<file path="src/i2c_master_peripheral_assert.svh">
// Assertion macros for the I2C master peripheral.
// I2CM_ASSERT checks a property on every clock edge outside reset.
// I2CM_ASSERT_NEXT checks that a condition implies a result in the next cycle.
`ifndef I2C_MASTER_PERIPHERAL_ASSERT_SVH
`define I2C_MASTER_PERIPHERAL_ASSERT_SVH

`ifndef SYNTHESIS
`define I2CM_ASSERT(label, prop, msg) \
    label: assert property (@(posedge i_clk) disable iff (!i_rst_n) (prop)) else $error(msg);
`define I2CM_ASSERT_NEXT(label, ante, cons, msg) \
    label: assert property (@(posedge i_clk) disable iff (!i_rst_n) \
        (ante) |=> (cons)) else $error(msg);
`else
`define I2CM_ASSERT(label, prop, msg)
`define I2CM_ASSERT_NEXT(label, ante, cons, msg)
`endif

`endif

</file>
<file path="src/i2cm_pkg.sv">
`default_nettype none

package i2cm_pkg;

    localparam int TIMER_BITS = 20;
    localparam int PER_W      = 16;
    localparam int NBITS_W    = 4;
    localparam int PROD_W     = PER_W + NBITS_W;
    localparam int SAT_W      = (TIMER_BITS > PROD_W) ? TIMER_BITS : PROD_W;

    localparam int CFG_ADDR_W = 4;
    localparam int CFG_DATA_W = 32;

    // register indexes on the configuration port
    localparam logic [1:0] REG_FAST = 2'd0;
    localparam logic [1:0] REG_SLOW = 2'd1;
    localparam logic [1:0] REG_MASK = 2'd2;

    localparam logic [PER_W-1:0] FAST_RESET = 16'd20;
    localparam logic [PER_W-1:0] SLOW_RESET = 16'd80;

    // commands
    localparam logic [2:0] CMD_TICK   = 3'd0;
    localparam logic [2:0] CMD_WDATA  = 3'd1;
    localparam logic [2:0] CMD_RDATA  = 3'd2;
    localparam logic [2:0] CMD_STATUS = 3'd3;
    localparam logic [2:0] CMD_CTRL   = 3'd4;

    // bus operations
    localparam logic [2:0] OP_NONE       = 3'd0;
    localparam logic [2:0] OP_START_WR   = 3'd1;
    localparam logic [2:0] OP_WRITE      = 3'd2;
    localparam logic [2:0] OP_READ_ACK   = 3'd3;
    localparam logic [2:0] OP_READ_NSTOP = 3'd4;
    localparam logic [2:0] OP_STOP       = 3'd5;

    // control register bits
    localparam int CTL_STOP_B   = 5;
    localparam int CTL_START_B  = 4;
    localparam int CTL_ENABLE_B = 0;
    localparam logic [1:0] SPEED_400K = 2'b10;
    localparam logic [1:0] SPEED_100K = 2'b01;

    localparam logic [NBITS_W-1:0] BITS_START = 4'd10;
    localparam logic [NBITS_W-1:0] BITS_DATA  = 4'd9;

    typedef enum logic [1:0] {
        PH_IDLE  = 2'd0,
        PH_WRITE = 2'd1,
        PH_RADDR = 2'd2,
        PH_READ  = 2'd3
    } t_phase;

    typedef struct packed {
        logic [2:0] cmd;
        logic [7:0] write_byte;
        logic       slave_ack;
        logic [7:0] slave_byte;
    } t_in_item;

    typedef struct packed {
        logic [7:0] read_byte;
        logic [2:0] bus_op;
        logic [7:0] bus_byte;
        logic       irq;
        logic       error;
    } t_out_item;

endpackage

`default_nettype wire

</file>
<file path="src/i2c_master_peripheral.sv">
// Byte-level I2C master peripheral, one item per clock unless the output register stalls.
// Each accepted input transfer writes its result into the output register.
// One item per cycle; the output register stalls input only while full
// and not taken. The byte timer is loaded by one 16x4 multiply in the same cycle.
// Reset (synchronous, active low): idle phase, buffers empty, control and status
// clear, bit periods 20 and 80, interrupt unmasked, output register empty.
`default_nettype none

`include "i2c_master_peripheral_assert.svh"

module i2c_master_peripheral import i2cm_pkg::*; (
    input  wire logic                  i_clk,
    input  wire logic                  i_rst_n,
    input  wire logic                  i_in_valid,
    output      logic                  o_in_ready,
    input  wire t_in_item              i_in_item,
    output      logic                  o_out_valid,
    input  wire logic                  i_out_ready,
    output      t_out_item             o_out_item,
    input  wire logic                  psel,
    input  wire logic                  penable,
    input  wire logic                  pwrite,
    input  wire logic [CFG_ADDR_W-1:0] paddr,
    input  wire logic [CFG_DATA_W-1:0] pwdata,
    output      logic [CFG_DATA_W-1:0] prdata,
    output      logic                  pready
);

    logic [PER_W-1:0]      r_fast_bits;
    logic [PER_W-1:0]      r_slow_bits;
    logic                  r_irq_mask;
    logic [TIMER_BITS-1:0] r_busy_timer, n_busy_timer;
    t_phase                r_phase, n_phase;
    logic                  r_pending_ack, n_pending_ack;
    logic [7:0]            r_tx_byte, n_tx_byte;
    logic                  r_tx_full, n_tx_full;
    logic [7:0]            r_rx_byte, n_rx_byte;
    logic                  r_rx_full, n_rx_full;
    logic [7:0]            r_ctrl, n_ctrl;
    logic                  r_ackn, n_ackn;
    logic                  r_ready, n_ready;
    logic                  r_out_valid;
    t_out_item             r_out_item, n_out_item;

    logic                  accept;
    logic                  cfg_wr;
    logic                  is_tick;
    logic                  timer_nz;
    logic                  timer_done;
    logic                  read_done;
    logic                  read_stop;
    logic                  start_cond;
    logic                  start_go;
    logic                  write_go;
    logic                  stop_go;
    logic                  raddr_go;
    logic                  load;
    logic [NBITS_W-1:0]    nbits;
    logic [PER_W-1:0]      per;
    logic                  bad_speed;
    logic [PROD_W-1:0]     prod;
    logic [SAT_W-1:0]      prod_ext;
    logic [TIMER_BITS-1:0] timer_load;

    assign accept     = i_in_valid && o_in_ready;
    assign o_in_ready = !r_out_valid || i_out_ready;
    assign o_out_valid = r_out_valid;
    assign o_out_item  = r_out_item;

    // configuration port
    assign pready = 1'b1;
    assign cfg_wr = psel && penable && pwrite;

    always_comb begin
        case (paddr[3:2])
            REG_FAST: prdata = CFG_DATA_W'(r_fast_bits);
            REG_SLOW: prdata = CFG_DATA_W'(r_slow_bits);
            REG_MASK: prdata = CFG_DATA_W'(r_irq_mask);
            default:  prdata = '0;
        endcase
    end

    always_ff @(posedge i_clk) begin
        if (!i_rst_n) begin
            r_fast_bits <= FAST_RESET;
            r_slow_bits <= SLOW_RESET;
            r_irq_mask  <= 1'b0;
        end else if (cfg_wr) begin
            case (paddr[3:2])
                REG_FAST: r_fast_bits <= pwdata[PER_W-1:0];
                REG_SLOW: r_slow_bits <= pwdata[PER_W-1:0];
                REG_MASK: r_irq_mask  <= pwdata[0];
                default:  ;
            endcase
        end
    end

    // tick decode
    assign is_tick    = accept && (i_in_item.cmd == CMD_TICK);
    assign timer_nz   = (r_busy_timer != '0);
    assign timer_done = is_tick && (r_busy_timer == TIMER_BITS'(1));
    assign read_done  = timer_done && (r_phase == PH_READ);
    assign read_stop  = read_done && r_ctrl[CTL_STOP_B];
    assign start_cond = ((r_phase == PH_IDLE) && r_tx_full) || r_ctrl[CTL_START_B];
    assign start_go   = is_tick && !timer_nz && start_cond && r_tx_full;
    assign write_go   = is_tick && !timer_nz && !start_cond && (r_phase == PH_WRITE)
                        && r_tx_full;
    assign stop_go    = is_tick && !timer_nz && !start_cond && (r_phase == PH_WRITE)
                        && !r_tx_full && r_ctrl[CTL_STOP_B];
    assign raddr_go   = is_tick && !timer_nz && !start_cond && (r_phase == PH_RADDR);
    assign load       = start_go || write_go || raddr_go || (read_done && !read_stop);
    assign nbits      = start_go ? BITS_START : BITS_DATA;

    // byte time: bit period (zero taken as one) times bit count, saturated to the timer width
    always_comb begin
        bad_speed = 1'b0;
        case (r_ctrl[3:2])
            SPEED_400K: per = r_fast_bits;
            SPEED_100K: per = r_slow_bits;
            default: begin
                per       = r_fast_bits;
                bad_speed = 1'b1;
            end
        endcase
        if (per == '0) begin
            per = PER_W'(1);
        end
        prod     = PROD_W'(per) * PROD_W'(nbits);
        prod_ext = SAT_W'(prod);
        if (prod_ext > SAT_W'({TIMER_BITS{1'b1}})) begin
            timer_load = {TIMER_BITS{1'b1}};
        end else begin
            timer_load = prod_ext[TIMER_BITS-1:0];
        end
    end

    // phase next state
    always_comb begin
        n_phase = r_phase;
        if (start_go) begin
            n_phase = r_tx_byte[0] ? PH_RADDR : PH_WRITE;
        end else if (stop_go || read_stop) begin
            n_phase = PH_IDLE;
        end else if (raddr_go) begin
            n_phase = PH_READ;
        end
    end

    // datapath and result
    always_comb begin
        n_busy_timer  = r_busy_timer;
        n_pending_ack = r_pending_ack;
        n_tx_byte     = r_tx_byte;
        n_tx_full     = r_tx_full;
        n_rx_byte     = r_rx_byte;
        n_rx_full     = r_rx_full;
        n_ctrl        = r_ctrl;
        n_ackn        = r_ackn;
        n_ready       = r_ready;
        n_out_item    = '0;

        if (load) begin
            n_busy_timer = bad_speed ? '0 : timer_load;
            if (bad_speed) begin
                n_out_item.error = 1'b1;
            end
        end else if (is_tick && timer_nz) begin
            n_busy_timer = r_busy_timer - TIMER_BITS'(1);
        end

        if (timer_done) begin
            n_ackn  = !r_pending_ack;
            n_ready = 1'b1;
        end

        if (read_done) begin
            if (r_rx_full) begin
                n_out_item.error = 1'b1;
            end
            n_rx_byte = i_in_item.slave_byte;
            n_rx_full = 1'b1;
            n_out_item.bus_op = read_stop ? OP_READ_NSTOP : OP_READ_ACK;
        end

        if (start_go || write_go) begin
            n_out_item.bus_op   = start_go ? OP_START_WR : OP_WRITE;
            n_out_item.bus_byte = r_tx_byte;
            n_pending_ack       = i_in_item.slave_ack;
            n_tx_full           = 1'b0;
        end
        if (start_go) begin
            n_ctrl[CTL_START_B] = 1'b0;
        end
        if (stop_go) begin
            n_out_item.bus_op = OP_STOP;
        end
        if (stop_go || read_stop) begin
            n_ctrl[CTL_STOP_B] = 1'b0;
        end

        if (accept) begin
            case (i_in_item.cmd)
                CMD_WDATA: begin
                    if (r_tx_full) begin
                        n_out_item.error = 1'b1;
                    end else begin
                        n_tx_byte = i_in_item.write_byte;
                        n_tx_full = 1'b1;
                    end
                end
                CMD_RDATA: begin
                    if (!r_rx_full) begin
                        n_out_item.error = 1'b1;
                    end
                    n_rx_full = 1'b0;
                    n_out_item.read_byte = r_rx_byte;
                end
                CMD_STATUS: begin
                    n_out_item.read_byte = {2'b00, r_irq_mask, 3'b000, r_ackn, r_ready};
                    n_ready = 1'b0;
                end
                CMD_CTRL: begin
                    n_ctrl = i_in_item.write_byte;
                end
                default: ;
            endcase
        end

        n_out_item.irq = n_ctrl[CTL_ENABLE_B] && n_ready && !r_irq_mask;
    end

    always_ff @(posedge i_clk) begin
        if (!i_rst_n) begin
            r_busy_timer  <= '0;
            r_phase       <= PH_IDLE;
            r_pending_ack <= 1'b0;
            r_tx_byte     <= '0;
            r_tx_full     <= 1'b0;
            r_rx_byte     <= '0;
            r_rx_full     <= 1'b0;
            r_ctrl        <= '0;
            r_ackn        <= 1'b0;
            r_ready       <= 1'b0;
            r_out_valid   <= 1'b0;
        end else begin
            r_busy_timer  <= n_busy_timer;
            r_phase       <= n_phase;
            r_pending_ack <= n_pending_ack;
            r_tx_byte     <= n_tx_byte;
            r_tx_full     <= n_tx_full;
            r_rx_byte     <= n_rx_byte;
            r_rx_full     <= n_rx_full;
            r_ctrl        <= n_ctrl;
            r_ackn        <= n_ackn;
            r_ready       <= n_ready;
            if (accept) begin
                r_out_valid <= 1'b1;
            end else if (i_out_ready) begin
                r_out_valid <= 1'b0;
            end
        end
    end

    always_ff @(posedge i_clk) begin
        if (accept) begin
            r_out_item <= n_out_item;
        end
    end

    `I2CM_ASSERT(a_timer_not_idle, (r_busy_timer == '0) || (r_phase != PH_IDLE), "byte timer running while idle")
    `I2CM_ASSERT_NEXT(a_start_drains_tx, start_go, !r_tx_full, "transmit buffer still full after start")
    `I2CM_ASSERT_NEXT(a_accept_result, accept, r_out_valid, "transfer accepted without result")

endmodule

`default_nettype wire
</file>
<file path="config.mk">
export PLATFORM = sky130hd
export DESIGN_NAME = i2c_master_peripheral
export DESIGN_NICKNAME = d
export VERILOG_FILES = /design/src/i2cm_pkg.sv /design/src/i2c_master_peripheral.sv
export VERILOG_INCLUDE_DIRS = /design/src /design/src/src
export SDC_FILE = /design/constraint.sdc
export NUM_CORES = 1
export LEC_CHECK = 0
export BUFFER_PORTS_ARGS = -buffer_cell sky130_fd_sc_hd__buf_2
export CORE_MARGIN = 2
export CORE_UTILIZATION = 45
export CTS_BUF_LIST = sky130_fd_sc_hd__clkbuf_4
export DETAILED_ROUTE_END_ITERATION = 16
export MAX_ROUTING_LAYER = met4
export PLACE_DENSITY = 0.66
export SLEW_MARGIN = 20
export SYNTH_ARGS = -nofsm -noshare
export SYNTH_HDL_FRONTEND = slang
export SYNTH_SLANG_ARGS = --single-unit
</file>
<file path="constraint.sdc">
create_clock -name i_clk -period 5.1 [get_ports i_clk]
set_input_delay 0.255 -clock i_clk [delete_from_list [all_inputs] [get_ports i_clk]]
set_output_delay 0.255 -clock i_clk [all_outputs]
set_load 0.05 [all_outputs]
</file>
==> out/metrics.csv <==
metric,value,unit
Tcrit/Tclk final,0.914,
clock skew,0.0229,ns
simple-gate share of the synthesized area,0.234,
Synth Area in XOR/XNOR,0.0305,
R2R Path Start,r_ctrl[2],
core area,14400,um2
Synth Cell Area,6610,um2
Pwr Density,203,nW/um2
H-tree depth,3,
design area,7580,um2
CP cell instances,"ha_1, mux2i_1, inv_1, or4_1, nor4_1, a221oi_1, inv_1, ha_1, fa_1, ha_1, nor2_1, a21oi_1, o41a_1, a21oi_1, o21ai_0, xnor2_1, o22ai_1",
Crit. Startpoint,r_ctrl[2],
vias in the first global route,5254,
Critical Path End Type,register,
yosys warns,0,
startpoint types,register,
"EDFF count, synth",21,
CP Depth,17,
Max Root-Sink Buffers,2,
CTS tree,built,
post-placement cell area,7080,um2
family with the most delay on the worst path,adder cells,
combinational family with the most area after synthesis,simple AND/OR/NAND/NOR gates,
DR WL/cell,13.9,um
ratio of cells with drive above 1 in the final layout,0.148,
setup TNS,0,ns
Buffers & Inverters on Critical Path,2,
Critical Path End,r_busy_timer[18],
CP arrival,5.06,ns
DR DRC count,0,
sw power,458,uW
io pins,119,
"Area growth, synth to finish",14.7,%
r2r endpoint,r_busy_timer[18],
IO buf count,83,
DP HPWL,11000,um
initial DRC count,373,
first-pass GRT wire length,25300,um
synth unique cells,67,
adder-cell share of the synthesized area,0.111,
Relative slew margins,0.285,
Min-Delay Path Class,in -> reg,
Flop pwr share,0.558,
Peak Freq,0.214,GHz
Final setup viols,0,
mux contribution to synthesized area,0.0750,
Starting Density,0.458,
status,finished clean,
clk sinks,103,
Pleak,3.37,nW
Tmin final,4.66,ns
ANT nets after route,0,
"Top FF cell, synth",dfxtp_1,
Combinational Power Share,0.157,
"Clk pin slew, worst setup/hold paths",0.17,ns
Mean Syn Cell Area,8.30,um2
worst-margin pin slew,1.06,ns
grt ovf,0,
pin count of the biggest net entering global routing,52,
Post-CTS Repair Setup Buffers,0,
part of the Yosys area used for sequential elements,0.344,
CTS buffer count,9,
worst-skew pair later-pin latency,0.49,ns
Pins Over Slew Limit,0,
top post-synthesis cells by count,"nand2_1 (124), dfxtp_1 (82), nor2_1 (72), a21oi_1 (63), inv_1 (62)",
Vias/cell,5.19,
R2R Setup Slk,0.44,ns
path depth of the worst reg2reg path,17,
Final nets,1012,
#FFs+latches synth,103,
sw frac,0.298,
die height,125,um
Crit-path slowest cell,or4_1,
compound-gate portion of the synthesized area,0.123,
most frequent cell after synthesis,nand2_1,
gr usage total,0.201,
global placement routability congestion,0.821,
first-pass detailed-route iteration total,4,
Final Hold Viols,0,
FP Rows,44,
post-synth top area share,0.248,
Peak VDD IR,0.000211,V
synth top area cells,"dfxtp_1 (25%), edfxtp_1 (9.5%), ha_1 (7.2%), nand2_1 (7.0%), mux2i_1 (5.5%)",
clk root buf,clkbuf_4,
CP Max Fanout,7,
Die Wd,125,um
most frequent CP cell,ha_1,
total wire length,15200,um
Synth area leader,dfxtp_1,
max incr delay on CP,0.51,ns
P_int,1.08,mW
initial antenna violation count,1,
Clk network pwr share,0.284,
Post-Synthesis Cells,796,
vias,5651,
Total Die Area,15700,um2
type of the worst setup path,reg -> reg,
"Data required, critical path",5.50,ns
ys async rst share,0,
maxcap violations,0,
unrepaired setup endpoints after global routing,false,
-- layout make-up --
type | instances | area [um2]
flip-flops and latches | 103 | 2270
repair buffers | 125 | 816
clock buffers | 9 | 67.6
well taps | 184 | 230
diodes | 1 | 2.50
inverters | 63 | 236
clock inverters | 7 | 75.1
fillers | 1406 | 6850
multi-input cells | 596 | 3880
-- layer usage --
layer  vias to the layer above  global-route usage  part of all wire
li1                       2897                   -                 -
met1                      2623               0.255              0.47
met2                       122               0.330              0.48
met3                         9              0.0436             0.041
met4                         0              0.0451            0.0090
met5                         -                   -                 0
-- stage by stage --
step / instances / setup WS [ns] / hold WS [ns] / utilization / total power, mW
2_1_floorplan: 814 / 0.294 / 0.379 / - / 1.05
3_3_place_gp: 1037 / 0.391 / 0.434 / 0.491 / 1.09
3_5_place_dp: 1037 / 0.356 / 0.435 / 0.491 / 1.09
4_1_cts: 1087 / 0.333 / 0.113 / 0.525 / 1.55
5_1_grt: 1088 / 0.0565 / 0.121 / 0.525 / 1.60
6_report: 1088 / 0.436 / 0.149 / 0.525 / 1.53
-- worst min-delay path by stage --
stage	endpoint	from	depth (start not counted)	slack, ns
after floorplan	r_fast_bits[2]	pwdata[2]	2	0.38
after global placement	r_ackn	r_pending_ack	1	0.43
after detailed placement	r_ackn	r_pending_ack	1	0.44
after CTS	o_out_valid	i_out_ready	3	0.11
after global routing	r_fast_bits[2]	i_rst_n	2	0.12
final	r_slow_bits[6]	i_rst_n	2	0.15
-- power groups by stage --
| stage | Combinational (mW) | Sequential (mW) | Clock, mW |
|---|---|---|---|
| floorplan | 0.148 | 0.902 | 0 |
| global placement | 0.218 | 0.875 | 0 |
| detailed placement | 0.219 | 0.875 | 0 |
| CTS | 0.240 | 0.857 | 0.454 |
| global route | 0.262 | 0.860 | 0.479 |
| finish | 0.241 | 0.857 | 0.436 |
-- flip-flops by register name, summed over array words and instances (netlist names) --
name / flops
r_irq_mask: 1
r_pending_ack: 1
r_rx_full: 1
r_ready: 1
r_ctrl: 5
r_slow_bits: 16
r_fast_bits: 16
r_tx_full: 1
r_ackn: 1
o_out_item: 21
r_busy_timer: 20
r_tx_byte: 8
o_out_valid: 1
r_phase: 2
r_rx_byte: 8
-- layout by cell type (no fill, tap or decap), types with 3 or more instances in the layout --
cell type,count
and4_1,3
nand2_1,124
buf_2,83
nand3b_1,3
dlygate4sd3_1,34
xnor2_1,12
o21ai_0,19
conb_1,20
o22ai_1,7
mux2_2,12
nor3_1,18
a21o_1,4
a21oi_1,63
a22oi_1,3
o211ai_1,4
nand2b_1,9
or3_1,6
ha_1,38
or4_1,8
a31oi_1,4
clkinv_1,3
fa_1,13
a221oi_1,3
xor2_1,11
nand4_1,4
and2_1,18
buf_4,8
dfxtp_1,82
o21a_1,4
mux2i_1,36
nand3_1,21
a211oi_1,4
inv_1,62
nor2b_1,4
nor2_1,72
and3_1,10
edfxtp_1,21
nor4_1,8
clkbuf_4,9
-- cells by family (layout without fill, tap and decap cells) --
family	count (synthesis)	count (layout)
AND/OR/NAND/NOR	323	323
multiplexers	48	48
AO/OA/AOI/OAI	131	131
buffers and inverters	115	204
XOR/XNOR	23	23
flip-flops	103	103
adder cells (fa/ha/maj)	51	51
other	2	21
-- what timing repair did --
action | in CTS | in global routing
hold endpoints to repair | 52 | 0
endpoints found under the setup margin | 0 | 4
hold buffers | 34 | 0
gates resized for setup | 0 | 1
Power figures use the tool's default switching activity.
